[src/design/tpakd_pkg.sv]
// Shared types and constants of the touch pad activity key detector.
// No dependencies.
package tpakd_pkg;

   localparam int LevelBits = 12;
   localparam int BaseBits  = 24;
   localparam int RdBits    = 16;
   localparam int MixBits   = 16;
   localparam int WarmBits  = 8;
   localparam int CountBits = 3;
   localparam int NumBits   = 36;
   localparam int DenBits   = 26;
   localparam int IncBits   = 14;
   localparam int AccBits   = 27;
   localparam int CsrBits   = 16;

   typedef enum logic [2:0] {
      REG_LEVEL_CEILING  = 3'd0,
      REG_LEVEL_BLEED    = 3'd1,
      REG_WARMUP_SAMPLES = 3'd2,
      REG_BASELINE_MIX   = 3'd3,
      REG_TOUCH_LEVEL    = 3'd4,
      REG_PAIR_LEVEL     = 3'd5,
      REG_SINGLE_LEVEL   = 3'd6,
      REG_MIDDLE_COUNT   = 3'd7
   } reg_index_type;

   typedef enum logic [2:0] {
      KEY_NONE       = 3'd0,
      KEY_RIGHT      = 3'd1,
      KEY_UP         = 3'd2,
      KEY_LEFT       = 3'd3,
      KEY_DOWN       = 3'd4,
      KEY_MIDDLE     = 3'd5,
      KEY_DOWN_LEFT  = 3'd6,
      KEY_DOWN_RIGHT = 3'd7
   } key_type;

   typedef enum logic [2:0] {
      LN_IDLE, LN_DIV_WARM, LN_MUL, LN_MIX, LN_DEV, LN_DIV_DEV, LN_FIN
   } lane_state_type;

   typedef enum logic [1:0] {
      TOP_IDLE, TOP_START, TOP_RUN, TOP_DONE
   } top_state_type;

   typedef struct packed {
      logic [LevelBits-1:0] ceiling;
      logic [LevelBits-1:0] bleed;
      logic [WarmBits-1:0]  warmup;
      logic [MixBits-1:0]   mix;
   } lane_cfg_type;

   typedef struct packed {
      logic [LevelBits-1:0] touch;
      logic [LevelBits-1:0] pair;
      logic [LevelBits-1:0] single;
      logic [CountBits-1:0] middle;
   } key_cfg_type;

endpackage

[src/design/tpakd_merge.sv]
// Merging stage: counts touched lanes and picks the key code by priority.
// Depends on tpakd_pkg.
module tpakd_merge (
   input  logic [tpakd_pkg::LevelBits-1:0] lv_right,
   input  logic [tpakd_pkg::LevelBits-1:0] lv_up,
   input  logic [tpakd_pkg::LevelBits-1:0] lv_left,
   input  logic [tpakd_pkg::LevelBits-1:0] lv_down,
   input  tpakd_pkg::key_cfg_type          cfg,
   output tpakd_pkg::key_type              key
);
   import tpakd_pkg::*;

   logic [CountBits-1:0] touched;

   assign touched = CountBits'(lv_right > cfg.touch) + CountBits'(lv_up > cfg.touch)
                  + CountBits'(lv_left > cfg.touch) + CountBits'(lv_down > cfg.touch);

   always_comb begin
      if (touched >= cfg.middle) begin
         key = KEY_MIDDLE;
      end else if (lv_left > cfg.pair && lv_down > cfg.pair) begin
         key = KEY_DOWN_LEFT;
      end else if (lv_right > cfg.pair && lv_down > cfg.pair) begin
         key = KEY_DOWN_RIGHT;
      end else if (lv_right > cfg.single) begin
         key = KEY_RIGHT;
      end else if (lv_up > cfg.single) begin
         key = KEY_UP;
      end else if (lv_left > cfg.single) begin
         key = KEY_LEFT;
      end else if (lv_down > cfg.single) begin
         key = KEY_DOWN;
      end else begin
         key = KEY_NONE;
      end
   end

endmodule

[config.mk]
export PLATFORM = sky130hd
export DESIGN_NAME = tpakd_merge
export DESIGN_NICKNAME = d
export VERILOG_FILES = /design/src/design/tpakd_pkg.sv /design/src/design/tpakd_merge.sv
export SDC_FILE = /design/constraint.sdc
export NUM_CORES = 1
export LEC_CHECK = 0
export BUFFER_PORTS_ARGS = -buffer_cell sky130_fd_sc_hd__buf_2
export CORE_ASPECT_RATIO = 1.4
export CORE_MARGIN = 2
export CORE_UTILIZATION = 31
export DETAILED_ROUTE_END_ITERATION = 16
export PLACE_DENSITY_LB_ADDON = 0.08
export SLEW_MARGIN = 20
export SYNTH_ARGS = -nofsm -noshare
export SYNTH_HDL_FRONTEND = slang
export SYNTH_SLANG_ARGS = --single-unit
[constraint.sdc]
create_clock -name vclk -period 9
set_input_delay 1.8 -clock vclk [all_inputs]
set_output_delay 1.8 -clock vclk [all_outputs]
set_load 0.01 [all_outputs]
Yosys cells after proc, flatten, opt, wreduce, memory -nomap -nowiden --
Index checks and enable logic that the tools add are counted.
Word-level totals: bits in registers 0, bits of input ports 87, output and inout port bits 3
Operators by class: $add $sub $neg 3, magnitude comparators 12, multiplexer cells 7, reduce and logical (&&, ||, !) cells 2
Operator list (count):
- 12-bit > comparator | 11
- 3-bit two-way mux | 7
- 2-bit by 1-bit adder with 3-bit output | 1
- 3-bit by 1-bit adder with 3-bit output | 1
- 3-bit greater-or-equal comparator | 1
- 1-bit by 1-bit adder with 2-bit output | 1
- 1-bit logical AND | 2

Logic depth before layout (Yosys ltp) --
depth after elaboration 8, gate-level depth with buffers 18

Worst setup path before layout --
OpenSTA, ideal clock, no wires.
path type input to output, start input cfg[38] in the netlist's numbering, end output key[0], arrival 4.722 ns, data required time 7.200 ns, setup slack 2.478 ns, cell stages on the path 15, path through inv_1 > ha_1 > nand4_1 > or2_2 > o221ai_1 > o21ai_0 > fa_1 > inv_1 > ha_1 > ha_1 > ha_1 > a21o_1 > a21o_1 > a31oi_1 > a2bb2oi_1
Between the ends: longest elaborated chain between the ends 6, elaborated cells between the ends (all ways) 9, those cells by class 3 x add/sub; 5 x order compare; 1 x mux
Ends and longest elaborated chain:
- start, declared | RTL line tpakd_merge.sv:8 | input tpakd_pkg::key_cfg_type cfg,
- 12-bit > comparator | RTL line tpakd_merge.sv:15 | assign touched = CountBits'(lv_right > cfg.touch) + CountBits'(lv_up > cfg.touch)
- 1-bit by 1-bit adder with 2-bit output | RTL line tpakd_merge.sv:15
- 2-bit by 1-bit adder with 3-bit output | RTL line tpakd_merge.sv:16 | + CountBits'(lv_left > cfg.touch) + CountBits'(lv_down > cfg.touch);
- 3-bit by 1-bit adder with 3-bit output (*) | RTL line tpakd_merge.sv:16
- 3-bit greater-or-equal comparator (*) | RTL line tpakd_merge.sv:19 | if (touched >= cfg.middle) begin
- 3-bit two-way mux (*) | RTL line tpakd_merge.sv:19
- end, declared | RTL line tpakd_merge.sv:9 | output tpakd_pkg::key_type key
Every way passes the cells marked *; elsewhere a longest branch is shown, timed or not.

Final worst setup path --
Same ends and word-level chain as after synthesis.

==> run summary <==
run status -> finished clean
Power Dens Cells -> 56.4 nW/um2
share of power burned in the clock network -> 0%
Die Area -> 11,200 um2
DRC viols -> 0
HP Class -> input pin to primary output
chip height -> 124 um
top post-synthesis cells by count -> ha_1 (137), inv_1 (44), a21oi_1 (42)
CP Capture Type -> primary output
First DRT Iteration DRCs -> 117
post-synth top area share -> 53.6%
total grt overflow -> 0
Area contributors post-synth -> ha_1 (54%), a21oi_1 (6.6%), nand4_1 (5.9%)
RSZ-0062 raised after global routing -> false
starting density of the core -> 32.0%
Crit-path slowest cell -> fa_1
mapped cell area -> 3200 um2
Multi-input gate area -> 3030 um2
share of power burned in registers -> 0%
Comb power frac -> 100.0%
placer congestion estimate -> 0.860
crit-path cells -> buf_2 -> inv_1 -> ha_1 -> nand4_1 -> or2_2 -> o221ai_1 -> o21ai_0 -> fa_1 -> inv_1 -> ha_1 -> ha_1 -> ha_1 -> a21o_1 -> a21o_1 -> a31oi_1 -> a2bb2oi_1 -> buf_2
sequential area share after synthesis -> 0%
most common cell in the synthesized netlist -> ha_1
port bufs -> 90
HPWL Detailed -> 10.1 mm
CP top delay family -> adder cells
diode count -> 0
largest net degree at the start of global routing -> 5
FILL cells -> 1,104
Min Hold Slack -> 4.27 ns
CP peak stage delay -> 0.54 ns
# setup viols final -> 0
Cell Area, Placed -> 3820 um2
Crit path buffers/inverters -> 4
Peak Freq -> 141 MHz
drt pass-1 iters -> 4
crit path launch type -> input pin
Mean Syn Cell Area -> 8.40 um2
Netlist cell types -> 34
Sum Neg Setup Slack -> 0 ns
Ys Warns -> 0
Arr. time, crit path -> 5.28 ns
synthesized instance count -> 381
num ports -> 90
period utilization -> 78.6%
share of post-route cells with drive strength above 1 -> 21.9%
Seq cells -> 0
routed vias -> 3,192
Max Transition Viols Final -> 0
required time of the critical path -> 7.20 ns
fin nets -> 698
Pleak -> 2.12 nW
Period minus WS final -> 7.08 ns
CTS-repair resized insts -> 0
post-synthesis net count -> 606
VDD IR max -> 0.0227 mV
Sw Pwr -> 120 uW
post-CTS setup repair buffer count -> 0
Row Count -> 43
area grow syn2layout -> 19.4%
drt via density -> 5.27
final design utilization -> 38.2%
internal power -> 95.8 uW
die width -> 89.9 um
Yosys top cell by area -> ha_1
cts-stage hold buffer count -> 0
Pwr Total -> 215 uW
Worst Path Class, Setup -> input pin to primary output
initial antenna violation count -> 0
worst slew pin tran -> 0.715 ns
clock buffer count -> 0
first-pass GRT wire length -> 17.3 mm
DRT antenna net count -> 0
Final Hold Fails -> 0
Worst Path Max Fanout -> 4
vias in the first global route -> 3,326
Seq. cell area -> 0 um2
GRT Total Usage -> 19.5%
WL/cell -> 18.2 um
Design Area, Final -> 3820 um2
Slew HR -> 51.9%
WL final -> 11.1 mm
most used cell, CP -> ha_1
Max-Cap Viols -> 0
core area -> 10,000 um2
Sw Share -> 55.5%
-- path summary, 6_finish.rpt --
path    start      to  slack (ns)  depth (start not counted)
max   cfg[38]  key[0]        1.92                         17
min    cfg[2]  key[1]        4.27                          6
-- logic make-up (layout without fill, tap and decap cells) --
kind of cell / Yosys count / count (layout) / share of synthesized area [%]
buffers and inverters: 44 / 134 / 5.16
AO/OA/AOI/OAI: 121 / 121 / 25.6
AND/OR/NAND/NOR: 78 / 78 / 15.1
adder cells (fa/ha/maj): 138 / 138 / 54.2
-- cell type report --
type	instances	share of cell area, %
tap	135	4.42
inverter	44	4.33
multi-input combinational	337	79.5
timing repair buffer	90	11.8
-- layer usage --
layer  wire (um)  vias up  GRT usage (%)  part of all wire, %
met5           0        -              0                    0
met4         190        0           2.81                  1.7
met3         289       10          0.969                  2.6
met2        5840       65           38.6                   53
met1        4730     1453           23.4                   43
li1            -     1664              -                    -
-- layout by cell type, fill, tap and decap left out, types with 4 or more instances in the layout --
cell type	n
o21ai_0	19
nand4_1	30
nor2b_1	11
ha_1	137
a211oi_1	4
inv_1	44
nand3_1	5
o211ai_1	7
a21oi_1	42
nand2_1	8
or2_2	4
nor2_1	4
nand2b_1	6
a21o_1	24
buf_2	90
-- power groups by stage --
stage / Clock (mW) / Sequential, mW / Combinational, mW
after floorplan: 0 / 0 / 0.137
after global placement: 0 / 0 / 0.210
after detailed placement: 0 / 0 / 0.215
after CTS: 0 / 0 / 0.217
after global routing: 0 / 0 / 0.247
final: 0 / 0 / 0.215
-- worst min-delay path: cells and delay by family --
| kind | cells | cell delay [ns] |
|---|---|---|
| compound gates | 2 | 0.23 |
| buf+inv | 3 | 0.31 |
| fa+ha+maj | 1 | 0.14 |
-- stage by stage --
step | std cells | setup slack, ns
global route | 606 | 1.67
global placement | 606 | 1.99
floorplan | 381 | 2.48
CTS | 606 | 1.92
detailed placement | 606 | 1.93
finish | 606 | 1.92
Note: power is estimated with default switching activity, not from simulation.
