### src/design/tpakd_pkg.sv
// Shared types and constants of the touch pad activity key detector.
// No dependencies.
package tpakd_pkg;

   localparam int LevelBits = 12;
   localparam int BaseBits  = 24;
   localparam int RdBits    = 16;
   localparam int MixBits   = 16;
   localparam int WarmBits  = 8;
   localparam int CountBits = 3;
   localparam int NumBits   = 36;
   localparam int DenBits   = 26;
   localparam int IncBits   = 14;
   localparam int AccBits   = 27;
   localparam int CsrBits   = 16;

   typedef enum logic [2:0] {
      REG_LEVEL_CEILING  = 3'd0,
      REG_LEVEL_BLEED    = 3'd1,
      REG_WARMUP_SAMPLES = 3'd2,
      REG_BASELINE_MIX   = 3'd3,
      REG_TOUCH_LEVEL    = 3'd4,
      REG_PAIR_LEVEL     = 3'd5,
      REG_SINGLE_LEVEL   = 3'd6,
      REG_MIDDLE_COUNT   = 3'd7
   } reg_index_type;

   typedef enum logic [2:0] {
      KEY_NONE       = 3'd0,
      KEY_RIGHT      = 3'd1,
      KEY_UP         = 3'd2,
      KEY_LEFT       = 3'd3,
      KEY_DOWN       = 3'd4,
      KEY_MIDDLE     = 3'd5,
      KEY_DOWN_LEFT  = 3'd6,
      KEY_DOWN_RIGHT = 3'd7
   } key_type;

   typedef enum logic [2:0] {
      LN_IDLE, LN_DIV_WARM, LN_MUL, LN_MIX, LN_DEV, LN_DIV_DEV, LN_FIN
   } lane_state_type;

   typedef enum logic [1:0] {
      TOP_IDLE, TOP_START, TOP_RUN, TOP_DONE
   } top_state_type;

   typedef struct packed {
      logic [LevelBits-1:0] ceiling;
      logic [LevelBits-1:0] bleed;
      logic [WarmBits-1:0]  warmup;
      logic [MixBits-1:0]   mix;
   } lane_cfg_type;

   typedef struct packed {
      logic [LevelBits-1:0] touch;
      logic [LevelBits-1:0] pair;
      logic [LevelBits-1:0] single;
      logic [CountBits-1:0] middle;
   } key_cfg_type;

endpackage

### src/design/tpakd_div.sv
// Restoring divider, one quotient bit per cycle.
// Depends on tpakd_pkg.
module tpakd_div (
   input  logic                            clock,
   input  logic                            reset,
   input  logic                            start,
   input  logic [tpakd_pkg::NumBits-1:0]   num,
   input  logic [tpakd_pkg::DenBits-1:0]   den,
   output logic                            busy,
   output logic [tpakd_pkg::NumBits-1:0]   quo
);
   import tpakd_pkg::*;

   localparam int CntBits = $clog2(NumBits + 1);

   logic [NumBits-1:0] quo_ff, quo_in;
   logic [DenBits:0]   rem_ff, rem_in;
   logic [DenBits-1:0] den_ff, den_in;
   logic [CntBits-1:0] cnt_ff, cnt_in;
   logic [DenBits:0]   rem_sh;

   always_comb begin
      quo_in = quo_ff;
      rem_in = rem_ff;
      den_in = den_ff;
      cnt_in = cnt_ff;
      rem_sh = {rem_ff[DenBits-1:0], quo_ff[NumBits-1]};
      if (start) begin
         quo_in = num;
         rem_in = '0;
         den_in = den;
         cnt_in = CntBits'(NumBits);
      end else if (cnt_ff != '0) begin
         if (rem_sh >= {1'b0, den_ff}) begin
            rem_in = rem_sh - {1'b0, den_ff};
            quo_in = {quo_ff[NumBits-2:0], 1'b1};
         end else begin
            rem_in = rem_sh;
            quo_in = {quo_ff[NumBits-2:0], 1'b0};
         end
         cnt_in = cnt_ff - 1'b1;
      end
   end

   always_ff @(posedge clock) begin
      quo_ff <= quo_in;
      rem_ff <= rem_in;
      den_ff <= den_in;
      if (reset) begin
         cnt_ff <= '0;
      end else begin
         cnt_ff <= cnt_in;
      end
   end

   assign busy = (cnt_ff != '0);
   assign quo  = quo_ff;

endmodule

### src/design/tpakd_lane.sv
// One channel lane: activity level, baseline and previous reading of one pad.
// Depends on tpakd_pkg and tpakd_div.
module tpakd_lane (
   input  logic                             clock,
   input  logic                             reset,
   input  logic                             start,
   input  logic                             warm,
   input  logic [tpakd_pkg::RdBits-1:0]     reading,
   input  tpakd_pkg::lane_cfg_type          cfg,
   output logic                             busy,
   output logic [tpakd_pkg::LevelBits-1:0]  level
);
   import tpakd_pkg::*;

   lane_state_type state_ff, state_in;

   logic [BaseBits-1:0]  base_ff, base_in;
   logic [LevelBits-1:0] level_ff, level_in;
   logic [RdBits-1:0]    prev_ff, prev_in;
   logic [RdBits-1:0]    rd_ff;
   logic                 warm_ff;
   logic signed [AccBits-1:0] acc_ff;
   logic [40:0]          p1_ff;
   logic [39:0]          p2_ff;
   logic [BaseBits-1:0]  nb_ff;

   logic [RdBits-1:0]    diff;
   logic [BaseBits-1:0]  r8, r8_ff;
   logic [41:0]          mix_sum;
   logic [BaseBits-1:0]  dev;
   logic                 div_start;
   logic [NumBits-1:0]   div_num;
   logic [DenBits-1:0]   div_den;
   logic                 div_busy;
   logic [NumBits-1:0]   quo;
   logic [BaseBits:0]    warm_sum;
   logic [IncBits-1:0]   inc;
   logic signed [AccBits-1:0] acc_sum;

   tpakd_div u_div (
      .clock (clock),
      .reset (reset),
      .start (div_start),
      .num   (div_num),
      .den   (div_den),
      .busy  (div_busy),
      .quo   (quo)
   );

   assign diff    = (reading > prev_ff) ? reading - prev_ff : prev_ff - reading;
   assign r8      = {reading, 8'h00};
   assign r8_ff   = {rd_ff, 8'h00};
   assign mix_sum = 42'(p1_ff) + 42'(p2_ff) + 42'd32768;
   assign dev     = (r8_ff > nb_ff) ? r8_ff - nb_ff : nb_ff - r8_ff;
   assign warm_sum = {1'b0, base_ff} + {1'b0, quo[BaseBits-1:0]};

   always_comb begin
      if (warm_ff) begin
         inc = '0;
      end else if (nb_ff == '0) begin
         inc = IncBits'(4096);
      end else if (quo[NumBits-1:13] != '0) begin
         inc = IncBits'(8191);
      end else begin
         inc = {1'b0, quo[12:0]};
      end
   end

   assign acc_sum = acc_ff + AccBits'(inc);

   always_comb begin
      state_in  = state_ff;
      div_start = 1'b0;
      div_num   = {12'h000, r8};
      div_den   = {18'h00000, cfg.warmup};
      base_in   = base_ff;
      level_in  = level_ff;
      prev_in   = prev_ff;
      case (state_ff)
         LN_IDLE: begin
            if (start) begin
               prev_in = reading;
               if (warm) begin
                  div_start = 1'b1;
                  state_in  = LN_DIV_WARM;
               end else begin
                  state_in = LN_MUL;
               end
            end
         end
         LN_DIV_WARM: begin
            if (!div_busy) state_in = LN_FIN;
         end
         LN_MUL: state_in = LN_MIX;
         LN_MIX: state_in = LN_DEV;
         LN_DEV: begin
            if (nb_ff == '0) begin
               state_in = LN_FIN;
            end else begin
               div_start = 1'b1;
               div_num   = (NumBits'(dev) << 11) + (NumBits'(dev) << 9);
               div_den   = (DenBits'(nb_ff) << 1) + DenBits'(nb_ff);
               state_in  = LN_DIV_DEV;
            end
         end
         LN_DIV_DEV: begin
            if (!div_busy) state_in = LN_FIN;
         end
         LN_FIN: begin
            if (warm_ff) begin
               base_in = warm_sum[BaseBits] ? {BaseBits{1'b1}} : warm_sum[BaseBits-1:0];
            end else begin
               base_in = nb_ff;
            end
            if (acc_sum < 0) begin
               level_in = '0;
            end else if (acc_sum > $signed(AccBits'(cfg.ceiling))) begin
               level_in = cfg.ceiling;
            end else begin
               level_in = acc_sum[LevelBits-1:0];
            end
            state_in = LN_IDLE;
         end
         default: state_in = LN_IDLE;
      endcase
   end

   always_ff @(posedge clock) begin
      if (reset) begin
         state_ff <= LN_IDLE;
         base_ff  <= '0;
         level_ff <= '0;
         prev_ff  <= '0;
      end else begin
         state_ff <= state_in;
         base_ff  <= base_in;
         level_ff <= level_in;
         prev_ff  <= prev_in;
      end
   end

   always_ff @(posedge clock) begin
      if (state_ff == LN_IDLE && start) begin
         rd_ff   <= reading;
         warm_ff <= warm;
         acc_ff  <= $signed(AccBits'(level_ff)) + $signed(AccBits'({diff, 8'h00}))
                    - $signed(AccBits'(cfg.bleed));
      end
      if (state_ff == LN_MUL) begin
         p1_ff <= base_ff * (17'h10000 - {1'b0, cfg.mix});
         p2_ff <= r8_ff * cfg.mix;
      end
      if (state_ff == LN_MIX) begin
         nb_ff <= mix_sum[39:16];
      end
   end

   assign busy  = (state_ff != LN_IDLE);
   assign level = level_ff;

endmodule

### config.mk
export PLATFORM = sky130hd
export DESIGN_NAME = tpakd_lane
export DESIGN_NICKNAME = d
export VERILOG_FILES = /design/src/design/tpakd_pkg.sv /design/src/design/tpakd_div.sv /design/src/design/tpakd_lane.sv
export SDC_FILE = /design/constraint.sdc
export NUM_CORES = 2
export LEC_CHECK = 0
export BUFFER_PORTS_ARGS = -buffer_cell sky130_fd_sc_hd__buf_2
export CELL_PAD_IN_SITES_DETAIL_PLACEMENT = 1
export CELL_PAD_IN_SITES_GLOBAL_PLACEMENT = 2
export CORE_UTILIZATION = 45
export DETAILED_ROUTE_END_ITERATION = 8
export HOLD_SLACK_MARGIN = 0.03
export MAX_ROUTING_LAYER = met4
export PLACE_DENSITY_LB_ADDON = 0.1
export SLEW_MARGIN = 20
export SYNTH_ARGS = -nofsm -noshare
export SYNTH_HDL_FRONTEND = slang
export SYNTH_SLANG_ARGS = --single-unit
### constraint.sdc
create_clock -name clock -period 19 [get_ports clock]
set_input_delay 1.9 -clock clock [delete_from_list [all_inputs] [get_ports clock]]
set_output_delay 1.9 -clock clock [all_outputs]
set_load 0.05 [all_outputs]
# After elaboration in Yosys (flattened, before gate mapping)
# Cells that the tools add are included.
# word_totals
wordCells	87
inputBits	68
output_inout_bits	13
reg_bits	289
# op_classes
n_reduce_logical	12
n_eq_ne	8
n_bitwise	1
n_mul	2
muxes	28
addsub	15
n_lt_le_gt_ge	5
# op_table
cell	n
$mux W36	4
$mux W24	3
$sub A24 B24 Y24	2
$add A40 B16 Y40 const B	1
$add A40 B40 Y40	1
$mul A25 B18 Y40	1
$add A35 B33 Y36	1
$mul A16 B16 Y32	1
$sub A16 B16 Y16	2
$mux W14	2
$add A27 B14 Y27	1
$ge A27 B26 Y1	1
$gt A27 B13 Y1	1
$lt A27 B1 Y1 const B	1
$add A25 B24 Y26	1
$mux W26	1
$sub A25 B12 Y26	1
$sub A26 B26 Y26	1
$add A12 B24 Y25	1
$add A24 B24 Y25	1
$gt A24 B24 Y1	1
$logic_not A24 Y1	1
$mux W12	2
$reduce_bool A23 Y1	1
24 further kinds	38

# Longest topological paths before layout
# depth
ltp_word	8
mapped_depth	31
ltp_nobuf	29

# By module
# A second synthesis with hierarchy kept.
# hier_totals
hier_cells	4883
area_unflattened_um2	43548.0
# by_module_without_submodules
module	area_each_um2	cells_per_inst	n_inst	seq_area_each_um2
tpakd_lane	38241.7	4374	1	5034.8
tpakd_div	5306.3	509	1	2502.4

# Least setup slack after synthesis
# OpenSTA, ideal clock, no wires.
# synth_timing
path_kind	in2reg
start	input cfg[4] in the netlist's numbering
end	register p1_ff[39], data pin
setup_ns	0.259
stages	28
required_time_ns	18.741
path_buffers	2
arrival_ns	8.931
slack_ns	9.810
cell_sequence	buf_6 > or4_4 > or3_1 > nor4_2 > nand2_1 > or3_1 > xor2_1 > clkbuf_1 > nand2_1 > fa_1 > inv_1 > fa_1 > fa_1 > fa_1 > fa_1 > inv_1 > fa_1 > inv_1 > ha_1 > a21o_1 > a21o_1 > a21oi_1 > o21a_1 > a21o_1 > nand4_1 > a21oi_1 > nor2_1 > a211o_1
# synth_between
elab_chain_len	2
# synth_rtl
item	line_no	text
start, declared	tpakd_lane.sv:9	input tpakd_pkg::lane_cfg_type cfg,
$sub A17 B16 Y18	tpakd_lane.sv:150	p1_ff <= base_ff * (17'h10000 - {1'b0, cfg.mix});
$mul A25 B18 Y40	tpakd_lane.sv:150	
end signal, assigned	tpakd_lane.sv:150	
end, declared	tpakd_lane.sv:23	logic [40:0] p1_ff;
# No other way between the ends.
# A chain may end at the register's enable or synchronous reset.

# Final worst setup path
# layout_timing
start	input cfg[2] in the netlist's numbering
end	register p1_ff[39], data pin
# Same word-level chain as after synthesis.

==> summary.md <==
| Metric | Value |
|---|---|
| Clock root buffer | clkbuf_16 |
| Detailed placer's ending HPWL | ~100000 um |
| H-tree depth | 2 |
| Most frequently used flop master after synthesis | edfxtp_1 |
| Final period utilization | between 50% and 60% |
| Area Growth Syn to Fin | 7.11% |
| # setup viols final | 0 |
| Post-DP Area | approximately 0.045 mm2 |
| Post-synthesis sequential area ratio | between 10% and 20% |
| Drt initial violations | about 1800 |
| Cts repair resizes | 0 |
| Nets | 6007 |
| CTS hold repair buffers | 0 |
| Clock skew | 0.0258 ns |
| Core Rows | ~110 |
| Max clock buf depth | 3 |
| Mapped Cells | 4887 |
| Syn_area_per_cell | between 8 and 9 um2 |
| Crit. End Element | flip-flop |
| Reg2Reg Depth | 21 |
| Die Wd | roughly 310 um |
| Hold_ws | approximately 0.46 ns |
| R2R Setup Slk | between 10 and 15 ns |
| Worst Path Buf+Inv | 5 |
| Vias | roughly 34000 |
| Overall Global Routing Usage | between 20% and 30% |
| Cell Area, Synth | 0.0434 mm2 |
| Largest net degree at the start of global routing | 95 |
| Worst-path fanout max | 24 |
| Slew Limit Fails | 0 |
| Synth unique cells | 94 |
| Highest-delay cell along the critical path | or4_4 |
| CTS tree | done |
| Average wire per cell in the routed design | approximately 21 um |
| Commonest non-fill, non-tap cell in the layout | inv_1 |
| Initial Util | around 46% |
| Dpl ws | between 8 and 9 ns |
| Worst reg2reg startpoint | base_ff[9] |
| Post-DR vias/cell | 5.53 |
| Worst-Skew Late Latency | approximately 0.60 ns |
| CTS Sinks | 280 |
| Setup TNS | 0 ns |
| Drc violations | 0 |
| Slew headroom | 28.1% |
| First-pass GRT wire length | between 200000 and 250000 um |
| Pre-antenna DRT Iters | 5 |
| Core area | ~0.095 mm2 |
| Max-capacitance violation count | 0 |
| Min-Delay Path Class | flip-flop to flip-flop |
| Synthesis-stage register bit count | 280 |
| Final min period | slightly above 10 ns |
| Routed wire length | roughly 130000 um |
| YS warnings | 0 |
| Die H | about 310 um |
| RSZ-0062 raised after global routing | no |
| DIE AREA | ~0.1 mm2 |
| Slew @ Worst Pin | ~1.1 ns |
| Number of global-route vias before repair | ~37000 |
| Worst path most repeated cell | fa_1 |
| Family with the most delay on the worst path | adder cells |
| Placer congestion estimate | around 0.9 |
| Syn_nets | about 6000 |
| Antenna-violating nets left | 0 |
| Most frequent cells in the layout | 844 x inv_1, 551 x nand2_1, 534 x fa_1 |
| Cts bufs inserted | 40 |
| Total grt overflow | 0 |
| Buffers added on ports | 80 |
| HP Start | prev_ff[15] |
| Hold Path End | prev_ff[15] |
| Initial antenna violation count | 6 |
| Startpoint Class | primary input |
| CP arrival | 10.50 ns |
| IO Count | approximately 80 |
| Setup ws final | roughly 8.8 ns |
| Share of layout cells above drive strength 1 | 5.33% |
| Setup CP Type | primary input to flip-flop |
| Number of synthesized flops with an enable pin | around 190 |
| Status | completed |
| Asr flop ratio synth | 0% |
| Fmax | approximately 100 MHz |
| Final Hold Fails | 0 |
| Final Cell Area | approximately 0.047 mm2 |
| Worst-path clk slew | around 0.060 ns |
| WHS Path Cells | 2 |
| Setup Buffers After CTS | 0 |
| WP data required | 19.34 ns |
| Reg-to-Reg End | p1_ff[39] |
| Slowest stage delay, CP | about 0.60 ns |
layout make-up:
type / count / area (um2)
clock buffer: 50 / 1060
tap: 1265 / 1580
inverter: 847 / 3180
timing repair buffer: 142 / 866
multi-input combinational: 3574 / 32100
sequential: 280 / 7540
fill: 11200 / 48800
antenna: 3 / 7.51
clock inverter: 22 / 155
state kept, by name, summed over array words and instances (netlist names):
register / cells
u_div.cnt_ff: 6
base_ff: 24
u_div.rem_ff: 26
u_div.den_ff: 26
acc_ff: 26
warm_ff: 1
p1_ff: 32
state_ff: 3
prev_ff: 16
nb_ff: 24
level: 12
p2_ff: 32
u_div.quo: 36
rd_ff: 16
stage by stage:
step / instances / utilization (%)
2_1_floorplan: 4887 / -
3_3_place_gp: 6108 / 47.5
3_5_place_dp: 6108 / 47.5
4_1_cts: 6180 / 48.8
5_1_grt: 6183 / 48.8
6_report: 6183 / 48.8
routing by layer:
metal  vias up  GRT usage, %  routed length, um  share of wire (%)
li1      15900             -                  -                  -
met1     17500          38.8              61600                 47
met2       587          45.6              62100                 47
met3       141          2.86               5410                4.1
met4         0          7.07               3330                2.5
met5         -             -                  0                  0
how the worst max path moves through the flow:
stage	to	cells past startpoint	start
CTS	p1_ff[39]	27	cfg[0]
global route	p1_ff[39]	27	cfg[1]
detailed placement	p1_ff[39]	27	cfg[0]
finish	p1_ff[39]	28	cfg[2]
floorplan	p1_ff[39]	28	cfg[4]
global placement	p1_ff[39]	28	cfg[2]
cells by family (layout without fill, tap and decap cells):
group	after synthesis	after routing	share of synthesized area (%)
buffers and inverters	1033	1061	8.97
muxes	40	40	0.942
xor gates and xnor gates	238	238	4.82
and+or+nand+nor	1424	1424	16.0
AOI/OAI and AO/OA	818	818	12.4
DFF	280	280	17.4
adders and majority gates	1054	1054	39.6
other	0	3	0
worst reg2reg max path, cell delays in order, from the launching register on:
cell       delay (ns)
dfxtp_1          1.00
nand2_1          0.20
fa_1             0.51
fa_1             0.54
fa_1             0.52
inv_1            0.05
fa_1             0.50
fa_1             0.55
inv_1            0.06
fa_1             0.54
inv_1            0.05
ha_1             0.33
a21oi_1          0.15
nor2b_1          0.08
a311oi_1         0.46
a31oi_1          0.32
o2111ai_1        0.33
a21o_1           0.36
nand4_1          0.26
a21oi_1          0.32
nor2_1           0.12
a211o_1          0.27
synth_stat cells, drive strengths merged, types with 33 or more instances:
| library cell | n | area share (%) |
|---|---|---|
| a21o | 97 | 1.7 |
| inv | 846 | 7.3 |
| o21a | 60 | 1.0 |
| mux2i | 33 | 0.76 |
| edfxtp | 193 | 13 |
| clkbuf | 163 | 1.4 |
| nor3 | 72 | 0.83 |
| dfxtp | 87 | 4.0 |
| nand3 | 51 | 0.59 |
| ha | 520 | 15 |
| a21oi | 265 | 3.1 |
| nor2 | 232 | 2.0 |
| nand2 | 551 | 4.8 |
| fa | 534 | 25 |
| o21ai | 133 | 1.5 |
| and2 | 290 | 4.2 |
| and3 | 45 | 0.66 |
| a211oi | 48 | 0.85 |
| xnor2 | 155 | 3.1 |
| xor2 | 83 | 1.7 |
Power is not shown: default switching activity piles up to over one toggle a cycle in this logic, so the estimate is an artifact.
